File: config.mk
export PLATFORM = sky130hd
export DESIGN_NAME = spi_adc_sample_reader_core
export DESIGN_NICKNAME = d
export VERILOG_FILES = /design/src/rtl/sard_pkg.sv /design/src/rtl/sard_cfg.sv /design/src/rtl/sard_seq.sv /design/src/rtl/spi_adc_sample_reader_core.sv
export SDC_FILE = /design/constraint.sdc
export NUM_CORES = 1
export LEC_CHECK = 0
export ABC_CLOCK_PERIOD_IN_PS = 10850
export BUFFER_PORTS_ARGS = -buffer_cell sky130_fd_sc_hd__clkbuf_2
export CAP_MARGIN = 10
export CORE_MARGIN = 2
export CORE_UTILIZATION = 61
export DETAILED_ROUTE_END_ITERATION = 12
export GPL_TIMING_DRIVEN = 0
export MAX_ROUTING_LAYER = met4
export PLACE_DENSITY_LB_ADDON = 0.1
export SETUP_SLACK_MARGIN = 0.5
export SLEW_MARGIN = 20
export SYNTH_ARGS = -nofsm -noshare
export SYNTH_HDL_FRONTEND = slang
export SYNTH_SLANG_ARGS = --single-unit
File: constraint.sdc
create_clock -name clk_i -period 10.85 [get_ports clk_i]
set_input_delay 1.6275 -clock clk_i [delete_from_list [all_inputs] [get_ports clk_i]]
set_output_delay 1.6275 -clock clk_i [all_outputs]
set_load 0.01 [all_outputs]
File: src/rtl/sard_pkg.sv
// Package for the serial ADC sample reader.
// It holds the shared types, field widths and register indexes.
// It has no dependencies. Every other file in rtl/ uses it.
`timescale 1ns / 1ps

package sard_pkg;

  localparam int unsigned SampleW       = 12;
  localparam int unsigned HalfW         = 16;
  localparam int unsigned ChanW         = 3;
  localparam int unsigned ClkIdxW       = 5;
  localparam int unsigned CfgIdxW       = 2;
  localparam int unsigned CfgDataW      = 16;

  localparam int unsigned CommandClocks = 6;
  localparam int unsigned ReadClocks    = 13;
  localparam int unsigned TotalClocks   = CommandClocks + ReadClocks;

  localparam logic [HalfW-1:0] ResetHalfPeriod = HalfW'(1500);

  // Configuration register indexes.
  localparam logic [CfgIdxW-1:0] CfgHalfPeriod = CfgIdxW'(0);
  localparam logic [CfgIdxW-1:0] CfgChannel    = CfgIdxW'(1);

  typedef struct packed {
    logic start_req;
    logic miso_level;
  } in_item_t;

  typedef struct packed {
    logic               chip_select_n;
    logic               serial_clock;
    logic               mosi_level;
    logic               busy_res;
    logic               done_res;
    logic [SampleW-1:0] sample;
  } out_item_t;

  typedef struct packed {
    logic [HalfW-1:0] half_period_ticks;
    logic [ChanW-1:0] channel;
  } cfg_t;

endpackage

File: src/rtl/sard_cfg.sv
// Configuration registers of the serial ADC sample reader.
// It depends on sard_pkg for the register indexes and the cfg_t type.
`timescale 1ns / 1ps

module sard_cfg (
  input  logic                          clk_i,
  input  logic                          rst_ni,
  input  logic                          cfg_we_i,
  input  logic [sard_pkg::CfgIdxW-1:0]  cfg_idx_i,
  input  logic [sard_pkg::CfgDataW-1:0] cfg_data_i,
  output sard_pkg::cfg_t                cfg_o
);

  sard_pkg::cfg_t cfg_q, cfg_d;

  always_comb begin
    cfg_d = cfg_q;
    if (cfg_we_i) begin
      case (cfg_idx_i)
        sard_pkg::CfgHalfPeriod: begin
          cfg_d.half_period_ticks = cfg_data_i[sard_pkg::HalfW-1:0];
        end
        sard_pkg::CfgChannel: begin
          cfg_d.channel = cfg_data_i[sard_pkg::ChanW-1:0];
        end
        default: begin
          // Writes to an index beyond the register list have no effect.
        end
      endcase
    end
  end

  always_ff @(posedge clk_i or negedge rst_ni) begin
    if (!rst_ni) begin
      cfg_q.half_period_ticks <= sard_pkg::ResetHalfPeriod;
      cfg_q.channel           <= '0;
    end else begin
      cfg_q <= cfg_d;
    end
  end

  assign cfg_o = cfg_q;

endmodule

File: src/rtl/sard_seq.sv
// Pin sequencer of the serial ADC sample reader. It handles one tick per step.
// It depends on sard_pkg. It returns the result item built from the next state.
`timescale 1ns / 1ps

module sard_seq (
  input  logic                clk_i,
  input  logic                rst_ni,
  input  logic                step_i,
  input  sard_pkg::in_item_t  item_i,
  input  sard_pkg::cfg_t      cfg_i,
  output sard_pkg::out_item_t result_o
);

  localparam logic [1:0] PhIdle = 2'd0;
  localparam logic [1:0] PhLead = 2'd1;
  localparam logic [1:0] PhHigh = 2'd2;
  localparam logic [1:0] PhLow  = 2'd3;

  localparam logic [sard_pkg::ClkIdxW-1:0] CmdClocks =
    sard_pkg::ClkIdxW'(sard_pkg::CommandClocks);
  localparam logic [sard_pkg::ClkIdxW-1:0] AllClocks =
    sard_pkg::ClkIdxW'(sard_pkg::TotalClocks);

  logic [1:0]                     phase_q, phase_d;
  logic [sard_pkg::ClkIdxW-1:0]   clk_idx_q, clk_idx_d;
  logic [sard_pkg::HalfW-1:0]     tick_q, tick_d;
  logic [sard_pkg::SampleW-1:0]   shift_q, shift_d;
  logic [sard_pkg::SampleW-1:0]   result_q, result_d;
  logic                           sclk_q, sclk_d;
  logic                           mosi_q, mosi_d;
  logic                           sel_q, sel_d;

  logic                           done;
  logic [sard_pkg::HalfW-1:0]     limit;
  logic [sard_pkg::HalfW-1:0]     tick_inc;
  logic [sard_pkg::ClkIdxW-1:0]   clk_idx_inc;
  logic                           cmd_bit;

  // A zero half period behaves like a half period of one tick.
  assign limit       = (cfg_i.half_period_ticks == '0) ? sard_pkg::HalfW'(1)
                                                        : cfg_i.half_period_ticks;
  assign tick_inc    = tick_q + sard_pkg::HalfW'(1);
  assign clk_idx_inc = clk_idx_q + sard_pkg::ClkIdxW'(1);

  // Command bits are start, single-ended and the channel, MSB first. Any later
  // command clock leaves the data pin as it is.
  always_comb begin
    case (clk_idx_q)
      5'd0:    cmd_bit = 1'b1;
      5'd1:    cmd_bit = 1'b1;
      5'd2:    cmd_bit = cfg_i.channel[2];
      5'd3:    cmd_bit = cfg_i.channel[1];
      5'd4:    cmd_bit = cfg_i.channel[0];
      default: cmd_bit = mosi_q;
    endcase
  end

  always_comb begin
    phase_d   = phase_q;
    clk_idx_d = clk_idx_q;
    tick_d    = tick_q;
    shift_d   = shift_q;
    result_d  = result_q;
    sclk_d    = sclk_q;
    mosi_d    = mosi_q;
    sel_d     = sel_q;
    done      = 1'b0;
    if (step_i) begin
      if (phase_q == PhIdle) begin
        if (item_i.start_req) begin
          sel_d     = 1'b0;
          sclk_d    = 1'b0;
          shift_d   = '0;
          clk_idx_d = '0;
          tick_d    = '0;
          phase_d   = PhLead;
        end
      end else begin
        tick_d = tick_inc;
        if (tick_inc >= limit) begin
          tick_d = '0;
          case (phase_q)
            PhLead: begin
              sclk_d    = 1'b1;
              clk_idx_d = '0;
              phase_d   = PhHigh;
            end
            PhHigh: begin
              if (clk_idx_q < CmdClocks) begin
                mosi_d = cmd_bit;
              end else if (clk_idx_q > CmdClocks) begin
                shift_d = {shift_q[sard_pkg::SampleW-2:0], item_i.miso_level};
              end
              sclk_d  = 1'b0;
              phase_d = PhLow;
            end
            default: begin
              if (clk_idx_inc >= AllClocks) begin
                sel_d     = 1'b1;
                result_d  = shift_q;
                done      = 1'b1;
                clk_idx_d = '0;
                phase_d   = PhIdle;
              end else begin
                clk_idx_d = clk_idx_inc;
                sclk_d    = 1'b1;
                phase_d   = PhHigh;
              end
            end
          endcase
        end
      end
    end
  end

  always_ff @(posedge clk_i or negedge rst_ni) begin
    if (!rst_ni) begin
      phase_q   <= PhIdle;
      clk_idx_q <= '0;
      tick_q    <= '0;
      shift_q   <= '0;
      result_q  <= '0;
      sclk_q    <= 1'b1;
      mosi_q    <= 1'b0;
      sel_q     <= 1'b1;
    end else begin
      phase_q   <= phase_d;
      clk_idx_q <= clk_idx_d;
      tick_q    <= tick_d;
      shift_q   <= shift_d;
      result_q  <= result_d;
      sclk_q    <= sclk_d;
      mosi_q    <= mosi_d;
      sel_q     <= sel_d;
    end
  end

  assign result_o.chip_select_n = sel_d;
  assign result_o.serial_clock  = sclk_d;
  assign result_o.mosi_level    = mosi_d;
  assign result_o.busy_res      = (phase_d != PhIdle);
  assign result_o.done_res      = done;
  assign result_o.sample        = result_d;

endmodule

File: src/rtl/spi_adc_sample_reader_core.sv
// Top level of the serial ADC sample reader.
// It depends on sard_pkg and instantiates sard_cfg and sard_seq.
`timescale 1ns / 1ps

// Each input request is one timer tick. It carries a start request and the
// sampled level of the converter's data output. Each tick gives exactly one
// result request: the chip select, serial clock and data pin levels, the busy
// and done flags, and the last 12-bit sample. A start drops chip select and
// the clock. After half a period, six command clocks send start,
// single-ended and the three channel bits. Then thirteen read clocks shift
// in the sample, MSB first, late in the high half of clocks two to thirteen.
// The block takes one tick every cycle while its output is not stalled. A tick
// passes through an input register, then the sequencer logic, then the result
// register, where it waits to be taken. The input register moves forward
// whenever the result register is empty or is being taken. A stall on the
// output therefore reaches the input in the same cycle, and no tick is dropped.
// The configuration registers are half_period_ticks (index 0) and channel
// (index 1). A write to any other index is ignored.

module spi_adc_sample_reader_core (
  input  logic                          clk_i,
  input  logic                          rst_ni,
  input  logic                          cfg_we_i,
  input  logic [sard_pkg::CfgIdxW-1:0]  cfg_idx_i,
  input  logic [sard_pkg::CfgDataW-1:0] cfg_data_i,
  input  logic                          in_valid_i,
  output logic                          in_stall_o,
  input  sard_pkg::in_item_t            in_data_i,
  output logic                          out_valid_o,
  input  logic                          out_stall_i,
  output sard_pkg::out_item_t           out_data_o
);

  sard_pkg::cfg_t      cfg;
  sard_pkg::in_item_t  in_data_q;
  sard_pkg::out_item_t out_data_q;
  sard_pkg::out_item_t step_result;
  logic                in_valid_q;
  logic                out_valid_q;
  logic                advance;
  logic                step;

  sard_cfg u_cfg (
    .clk_i      (clk_i),
    .rst_ni     (rst_ni),
    .cfg_we_i   (cfg_we_i),
    .cfg_idx_i  (cfg_idx_i),
    .cfg_data_i (cfg_data_i),
    .cfg_o      (cfg)
  );

  // The result register can take a new value when it is empty or being read.
  assign advance    = !out_valid_q || !out_stall_i;
  assign step       = in_valid_q && advance;
  assign in_stall_o = in_valid_q && !advance;

  always_ff @(posedge clk_i or negedge rst_ni) begin
    if (!rst_ni) begin
      in_valid_q <= 1'b0;
    end else if (!in_stall_o) begin
      in_valid_q <= in_valid_i;
    end
  end

  always_ff @(posedge clk_i) begin
    if (in_valid_i && !in_stall_o) begin
      in_data_q <= in_data_i;
    end
  end

  sard_seq u_seq (
    .clk_i    (clk_i),
    .rst_ni   (rst_ni),
    .step_i   (step),
    .item_i   (in_data_q),
    .cfg_i    (cfg),
    .result_o (step_result)
  );

  always_ff @(posedge clk_i or negedge rst_ni) begin
    if (!rst_ni) begin
      out_valid_q <= 1'b0;
    end else if (advance) begin
      out_valid_q <= in_valid_q;
    end
  end

  always_ff @(posedge clk_i) begin
    if (step) begin
      out_data_q <= step_result;
    end
  end

  assign out_valid_o = out_valid_q;
  assign out_data_o  = out_data_q;

endmodule

# Yosys cells after proc, flatten, opt, wreduce, memory -nomap -nowiden
# Cells that the tools add are included.
# classes
multipliers	0
n_eq_ne	10
bitwise_logic	1
n_reduce_logical	24
add_sub_neg	2
n_div	0
n_mux	45
shift	0
magnitude_cmp	4
# ops
cell	count
$mux 12	11
$mux 16	4
$mux 5	4
$mux 1	17
$add 16x1->16 const B	1
$ge 16x16->1	1
$logic_not 16->1	1
$eq 5x2->1 const B	2
$mux 2	5
$pmux 5 s2	1
$reduce_bool 2->1	4
$reduce_and 2->1	3
$reduce_and 6->1	1
$add 5x1->5 const B	1
$eq 5x1->1 const B	1
$eq 5x3->1 const B	1
$ge 5x5->1 const B	1
$gt 5x3->1 const B	1
$logic_not 5->1	1
$lt 5x3->1 const B	1
$eq 2x1->1 const B	2
$logic_not 1->1	4
$logic_not 2->1	2
$ne 2x1->1 const B	2
11 further kinds	14
# word_totals
ramBits	0
register_bits	90
latchBits	0
elab_cells	106
input_bits	25
out_inout_bits	19
romBits	0
mem_count	0

# Logic depth before layout (Yosys ltp)
# Gate-level depths: netlist of the first run.
# logic_depth
ltp_word	8
ltp_mapped	16
depth_no_buf	13

# Hierarchy
# From an unflattened synthesis of the first run, not the netlist that was laid out.
# unflattened
hier_cells	370
area_unflattened_um2	4544.4
# modules_own_cells
module	seq_area_each_um2	n_inst	area_per_inst_um2	cells_per_inst
sard_seq	1253.7	1	3141.8	302
sard_cfg	484.2	1	739.5	41
spi_adc_sample_reader_core	620.6	1	663.1	27

# Worst setup path after synthesis of the first run
# Ideal clock, no wire load.
# synth_timing
kind	input port to flip-flop
from	input port out_stall_i
to	register out_data_q (netlist bit out_data_o[10]), data pin
n_path_buf	1
setup_ps	267
path_stages	7
path_slack_ps	7245
t_arrival_ps	3339
required_time_ps	10583
path_cell_list	a21bo_2 inv_1 nand2_1 a31oi_1 nand2_2 buf_4 mux2_1
# synth_lines
item	line	rtl
start: declaration	spi_adc_sample_reader_core.sv:30	input logic out_stall_i,
end signal: assignment	spi_adc_sample_reader_core.sv:90	out_data_q <= step_result;
end: declaration	spi_adc_sample_reader_core.sv:36	sard_pkg::out_item_t out_data_q;

==> run_results.csv, run 1 <==
group,metric,value,unit
status,status,"finished, final reports clean",
worst_setup_path,cp_max_fo,10,
power_and_ir_drop,power_density,166,mW/mm2
worst_hold_path,hold_path_depth,1,
global_routing,grt_pass1_vias,3108,
worst_setup_path,crit_slowest_cell,"nor4_2",
timing,worst_slew_margin_rel,49.3,%
clock_network,cts.repair.resized,0,
layout,layout-drive-gt1-share,20.6,%
drt,wire_per_inst,15.6,um
timing,timing.fmax,0.244,GHz
synthesis,ys_seq_elements,90,
drt,wl,8520,um
worst_setup_path,cp-end-kind,"register",
timing,fin_crit_sh,37.8,%
layout,nFillCells,599,
timing,setup_violations,0,
synthesis,syn_nets,435,
timing,rsz0062_at_grt,"no",
worst_setup_path,crit_start,"u_seq.tick_q[0]$_DFFE_PN0P_",
clock_network,cts_tree,"done",
worst_hold_path,holdPathEnd,"out_valid_o$_DFFE_PN0N_",
place,place_ws,6.69,ns
clock_network,post-cts-setup-buffer-count,0,
clock_network,clk_pin_slew_worst_paths,0.09,ns
synthesis,yosysTopAreaCell,"dfrtp_1",
layout,area_growth,12.5,%
global_routing,grt_usage,24.8,%
clock_network,numCtsBuffers,9,
layout,design_area,0.00498,mm2
run,drv_cap,0,
timing,tightest_slew,0.759,ns
timing,fin_ws,6.75,ns
global_routing,antenna_found_initial,0,
floorplanning,rows,31,
place,dp_hpwl,6300,um
clock_network,h-tree-depth,3,
timing,tns,0,ns
synthesis,synthArstFlopShare,78.9,%
drt,drtIter0Drc,139,
clock_network,clk_path_buf_depth,2,
floorplanning,die_x,89.2,um
worst_setup_path,worstPathArrival,4.21,ns
worst_setup_path,reg2reg_to,"out_data_o[13]$_DFFE_PP_",
drt,dr.pass1.iters,4,
synthesis,synth-edff-count,19,
timing,report.final.hold_viol_count,0,
clock_network,cts_hold_buf,0,
global_routing,grt_remaining_overflow,0,
floorplanning,dieHeight,89.2,um
synthesis,avgSynthCellArea,11.5,um2
layout,nets,490,
layout,regArea,0.00236,mm2
drt,via_per_inst,5.62,
floorplanning,ios,44,
worst_setup_path,r2r_cells,15,
timing,slew_violations,0,
synthesis,ys_warn_count,0,
place,io_buffer_count,43,
synthesis,synthFlopType,"dfrtp_1",
layout,multi_input_area,0.00188,mm2
place,post_dp_cell_area,0.00479,mm2
global_routing,grt_pass1_wl,14500,um
global_routing,grt_max_degree,37,
floorplanning,start_util,62.0,%
worst_hold_path,worstHoldStart,"in_valid_q$_DFFE_PN0N_",
drt,vias,3065,
power_and_ir_drop,p_leak,0.00234,uW
worst_hold_path,hold_class,"register to register",
worst_setup_path,r2r_start,"u_seq.tick_q[0]$_DFFE_PN0P_",
clock_network,cts-root-buf,"clkbuf_8",
worst_setup_path,cpPeakStageDelay,0.46,ns
power_and_ir_drop,peakVddDrop,0.0000798,V
worst_setup_path,crit_path_start_kind,"register",
synthesis,synthMostInstantiatedCell,"dfrtp_1",
floorplanning,dieArea,0.00795,mm2
floorplanning,coreArea,0.00714,mm2
worst_setup_path,crit_path_frequent_cell,"and3_1",
drt,drc,0,
synthesis,ys_top_cells_by_count,"dfrtp_1 (62), nand2_1 (35), o21ai_0 (31)",
timing,fin_skew,0.0116,ns
synthesis,syn_inst,386,
worst_setup_path,crit_type,"register to register",
place,gp_congestion,0.835,
clock_network,cts_sinks,90,
clock_network,clk_latency,0.36,ns
worst_setup_path,worstPathRequired,10.95,ns
synthesis,seq_area_frac_synth,53.3,%
synthesis,synth_area,0.00443,mm2
layout,diodes,0,
drt,ant_nets,0,
worst_setup_path,r2r_slack,6.75,ns
timing,post-route-min-period,4.10,ns
synthesis,ys_types,58,
synthesis,yosys.area.top_type_share,35.1,%
worst_setup_path,path_cells,"ha_1 -> and3_1 -> and3_1 -> and3_1 -> buf_2 -> nand3_1 -> xnor2_1 -> ha_1 -> nand4_2 -> nor3_1 -> nor4_2 -> nand4_1 -> clkbuf_1 -> a21oi_1 -> o21bai_1",
synthesis,synth_top_cells_by_area,"dfrtp_1 (35%), edfxtp_1 (13%), ha_1 (6.8%)",
## state kept, by name, summed over array words and instances (netlist names)
name / flops
in_data_q: 2
in_valid_q: 1
out_data_o: 17
out_valid_o: 1
u_cfg.cfg_o: 19
u_seq.clk_idx_q: 5
u_seq.mosi_q: 1
u_seq.phase_q: 2
u_seq.result_q: 12
u_seq.sclk_q: 1
u_seq.sel_q: 1
u_seq.shift_q: 12
u_seq.tick_q: 16
## worst max-delay path by stage
stage / end / depth (start not counted) / slack (ns)
floorplan: out_data_o[10]$_DFFE_PP_ / 7 / 7.24
global placement: out_data_o[4]$_DFFE_PP_ / 8 / 6.74
CTS: out_data_o[13]$_DFFE_PP_ / 15 / 6.73
detailed placement: out_data_o[9]$_DFFE_PP_ / 8 / 6.69
global route: out_data_o[13]$_DFFE_PP_ / 15 / 6.34
finish: out_data_o[13]$_DFFE_PP_ / 15 / 6.75
## placed cells by master, fill, tap and decap left out, drive strengths merged, types with 7 or more instances in the layout
| master | count |
|---|---|
| a21oi | 10 |
| a22o | 18 |
| and3 | 8 |
| buf | 8 |
| clkbuf | 62 |
| dfrtp | 62 |
| dfstp | 9 |
| edfxtp | 19 |
| ha | 24 |
| inv | 31 |
| mux2 | 19 |
| nand2 | 36 |
| nand3 | 13 |
| nor2 | 7 |
| nor3 | 13 |
| o21ai | 35 |
| xnor2 | 8 |
| xor2 | 8 |
## cells by family after synthesis
logic type / synth area share (%)
AOI/OAI and AO/OA: 13.9
muxes: 5.51
and+or+nand+nor: 13.1
adders and majority gates: 6.79
buffers and inverters: 4.18
DFF: 53.3
xor gates and xnor gates: 3.17
## layer usage
metal / share of wire, % / routed length [um] / vias to the layer above / track usage [%]
li1: - / - / 1493 / -
met1: 45 / 3850 / 1516 / 32.1
met2: 51 / 4310 / 46 / 39.4
met3: 3.1 / 265 / 10 / 4.34
met4: 1.1 / 96 / 0 / 8.82
met5: 0 / 0 / - / -
## final cells by class
type / instances / area share [%]
tap: 99 / 2.49
inverter: 28 / 2.11
multi-input combinational: 253 / 37.8
clock buffer: 11 / 2.64
buffer: 15 / 1.61
sequential: 90 / 47.4
timing repair buffer: 44 / 4.77
clock inverter: 5 / 1.23
## worst max-delay path: cells and delay by family (launching register included)
kind,cells,cell delay (ns)
xor gates and xnor gates,1,0.18
and+or+nand+nor,8,1.83
adders and majority gates,2,0.56
AOI/OAI and AO/OA,2,0.35
DFF,1,0.45
buffers and inverters,2,0.47
## power by group
group / switching, uW / total (uW) / internal [uW]
Combinational: 105 / 189 / 84.2
Clock: 119 / 228 / 109
Sequential: 27.7 / 412 / 384
Total: 252 / 829 / 577
## metrics by stage
stage	std cells	hold WS, ns	total power, uW	util, %
2_1_floorplan	386	0.441	553	-
3_3_place_gp	528	0.449	597	66.8
3_5_place_dp	529	0.471	607	67.1
4_1_cts	545	0.488	838	69.8
5_1_grt	545	0.512	883	69.8
6_report	545	0.493	829	69.8
Power figures use the tool's default switching activity.
==> run 2, diff against run 1 <==
Settings changed: ABC_CLOCK_PERIOD_IN_PS 10850 to 3900, CORE_UTILIZATION 61 to 59.
Clock period 10.85 ns to 3.9 ns, I/O delays scaled along.
==> run 2 against run 1 <==
- cell count rose by 5.5%
- critical path type unchanged
- fmax increased by 16%
- clock-buffer cell count stayed put
- largest power group unchanged
- combinational power rose to 3.7 times the previous value
- wire length up 14%
- sequential share of layout area down 4.9 points
- largest cell class unchanged
- first-iteration DRC count grew 30%
==> run_results.csv, run 2 (synthesis results as in run 1) <==
group,metric,value,unit
worst_setup_path,cp_top_family,"simple AND/OR/NAND/NOR gates",
global_routing,grt_remaining_overflow,0,
worst_setup_path,worstPathRequired,4.01,ns
global_routing,antenna_found_initial,0,
global_routing,grt_usage,24.2,%
worst_hold_path,hold_class,"input pin to async pin",
timing,holdWs,0.194,ns
place,dp_hpwl,6110,um
worst_setup_path,r2r_cells,16,
layout,nets,520,
place,gp_congestion,0.843,
timing,rsz0062_at_grt,"yes",
status,status,"finished, final reports clean",
layout,final_common_cell,"dfrtp_1",
drt,ant_nets,0,
drt,drc,0,
timing,report.final.hold_viol_count,0,
clock_network,numCtsBuffers,9,
worst_setup_path,cp-end-kind,"register",
worst_setup_path,r2r_slack,0.35,ns
global_routing,grt_pass1_vias,3255,
layout,area_growth,25.6,%
timing,setup_violations,0,
clock_network,cts_tree,"done",
floorplanning,coreArea,0.00725,mm2
place,io_buffer_count,43,
floorplanning,dieArea,0.00821,mm2
timing,fin_skew,0.00921,ns
power_and_ir_drop,peakVddDrop,0.000232,V
floorplanning,die_x,90.6,um
timing,fin_crit_sh,91.1,%
power_and_ir_drop,power_density,432,mW/mm2
drt,wire_per_inst,16.8,um
worst_setup_path,crit_slowest_cell,"dfrtp_2",
worst_setup_path,r2r_start,"u_seq.tick_q[0]$_DFFE_PN0P_",
drt,vias,3295,
clock_network,clk_path_buf_depth,2,
timing,tightest_slew,0.737,ns
worst_setup_path,reg2reg_to,"out_data_o[6]$_DFFE_PP_",
timing,worst_slew_margin_rel,50.8,%
worst_setup_path,cp_max_fo,5,
worst_setup_path,cp_num_buf_inv,3,
timing,timing.fmax,0.282,GHz
floorplanning,ios,44,
clock_network,clk_latency,0.36,ns
worst_setup_path,crit_type,"register to register",
worst_setup_path,worstPathArrival,3.66,ns
floorplanning,rows,31,
clock_network,cts_sinks,90,
drt,via_per_inst,5.73,
timing,post-route-min-period,3.55,ns
global_routing,grt_max_degree,41,
floorplanning,dieHeight,90.6,um
floorplanning,start_util,61.0,%
worst_setup_path,crit_path_frequent_cell,"and3_4",
drt,drtIter0Drc,181,
layout,final_cell_mix,"dfrtp_1 (60), clkbuf_2 (42), nand2_1 (33), o21ai_0 (31), inv_1 (28)",
run,drv_cap,0,
clock_network,cts-root-buf,"clkbuf_8",
clock_network,clk_pin_slew_worst_paths,0.09,ns
drt,wl,9680,um
worst_setup_path,cpPeakStageDelay,0.40,ns
drt,dr.pass1.iters,5,
power_and_ir_drop,p_leak,0.00262,uW
layout,largest_reg_flops,19,
worst_setup_path,path_cells,"buf_6 -> ha_4 -> and3_4 -> and3_4 -> and3_4 -> buf_6 -> nand3_4 -> xnor2_2 -> ha_1 -> nand4_4 -> nor3_4 -> nand3_4 -> a31oi_4 -> nand2_4 -> clkbuf_16 -> mux2_4",
global_routing,grt_pass1_wl,15400,um
layout,layout-drive-gt1-share,35.3,%
clock_network,h-tree-depth,3,
layout,diodes,0,
timing,slew_violations,0,
worst_setup_path,crit_path_start_kind,"register",
timing,tns,0,ns
clock_network,cts_hold_buf,0,
-- run 2: worst max path at each step --
stage                                     start                       end  slack (ns)  cells after the start
global placement    u_seq.tick_q[0]$_DFFE_PN0P_  out_data_o[13]$_DFFE_PP_       -0.13                     15
CTS                 u_seq.tick_q[2]$_DFFE_PN0P_   out_data_o[3]$_DFFE_PP_        0.48                     15
global route        u_seq.tick_q[1]$_DFFE_PN0P_   out_data_o[6]$_DFFE_PP_        0.20                     16
detailed placement  u_seq.tick_q[0]$_DFFE_PN0P_  out_data_o[13]$_DFFE_PP_       -0.23                     15
floorplan           u_seq.tick_q[0]$_DFFE_PN0P_  out_data_o[10]$_DFFE_PP_        0.50                     15
finish              u_seq.tick_q[0]$_DFFE_PN0P_   out_data_o[6]$_DFFE_PP_        0.35                     16
-- run 2: cell type report --
type | count | area [um2]
clock inverter | 5 | 40.0
multi-input combinational | 253 | 2160
sequential | 90 | 2360
timing repair buffer | 74 | 520
clock buffer | 11 | 131
fill | 471 | 1700
inverter | 28 | 105
tap | 99 | 124
buffer | 15 | 116
-- run 2: per-stage QoR --
stage | utilization (%) | setup slack (ns) | total power, uW | instances | area (um2)
floorplan | - | 0.505 | 1540 | 386 | 4440
global placement | 65.9 | -0.127 | 1660 | 528 | 4780
detailed placement | 66.2 | -0.229 | 1680 | 529 | 4800
CTS | 72.1 | 0.482 | 2310 | 557 | 5230
global route | 76.6 | 0.204 | 2520 | 575 | 5560
finish | 76.6 | 0.348 | 2400 | 575 | 5560
-- run 2: layer usage --
layer | track usage, % | part of all wire, % | vias up
li1 | - | - | 1554
met1 | 30.2 | 44 | 1649
met2 | 39.2 | 51 | 71
met3 | 5.59 | 3.3 | 21
met4 | 7.95 | 1.8 | 0
met5 | - | 0 | -
-- run 2: what timing repair did --
| item | CTS | global route |
|---|---|---|
| resized for setup | 30 | 46 |
| setup buffers | 12 | 14 |
| cloned | 0 | 4 |
| endpoints found under the setup margin | 67 | 65 |
| pin swaps | 14 | 20 |
-- run 2: power breakdown --
part	total, uW	switching, uW	internal [uW]
registers	1140	69.6	1070
clock network	569	333	235
logic	691	366	326
total	2400	769	1630
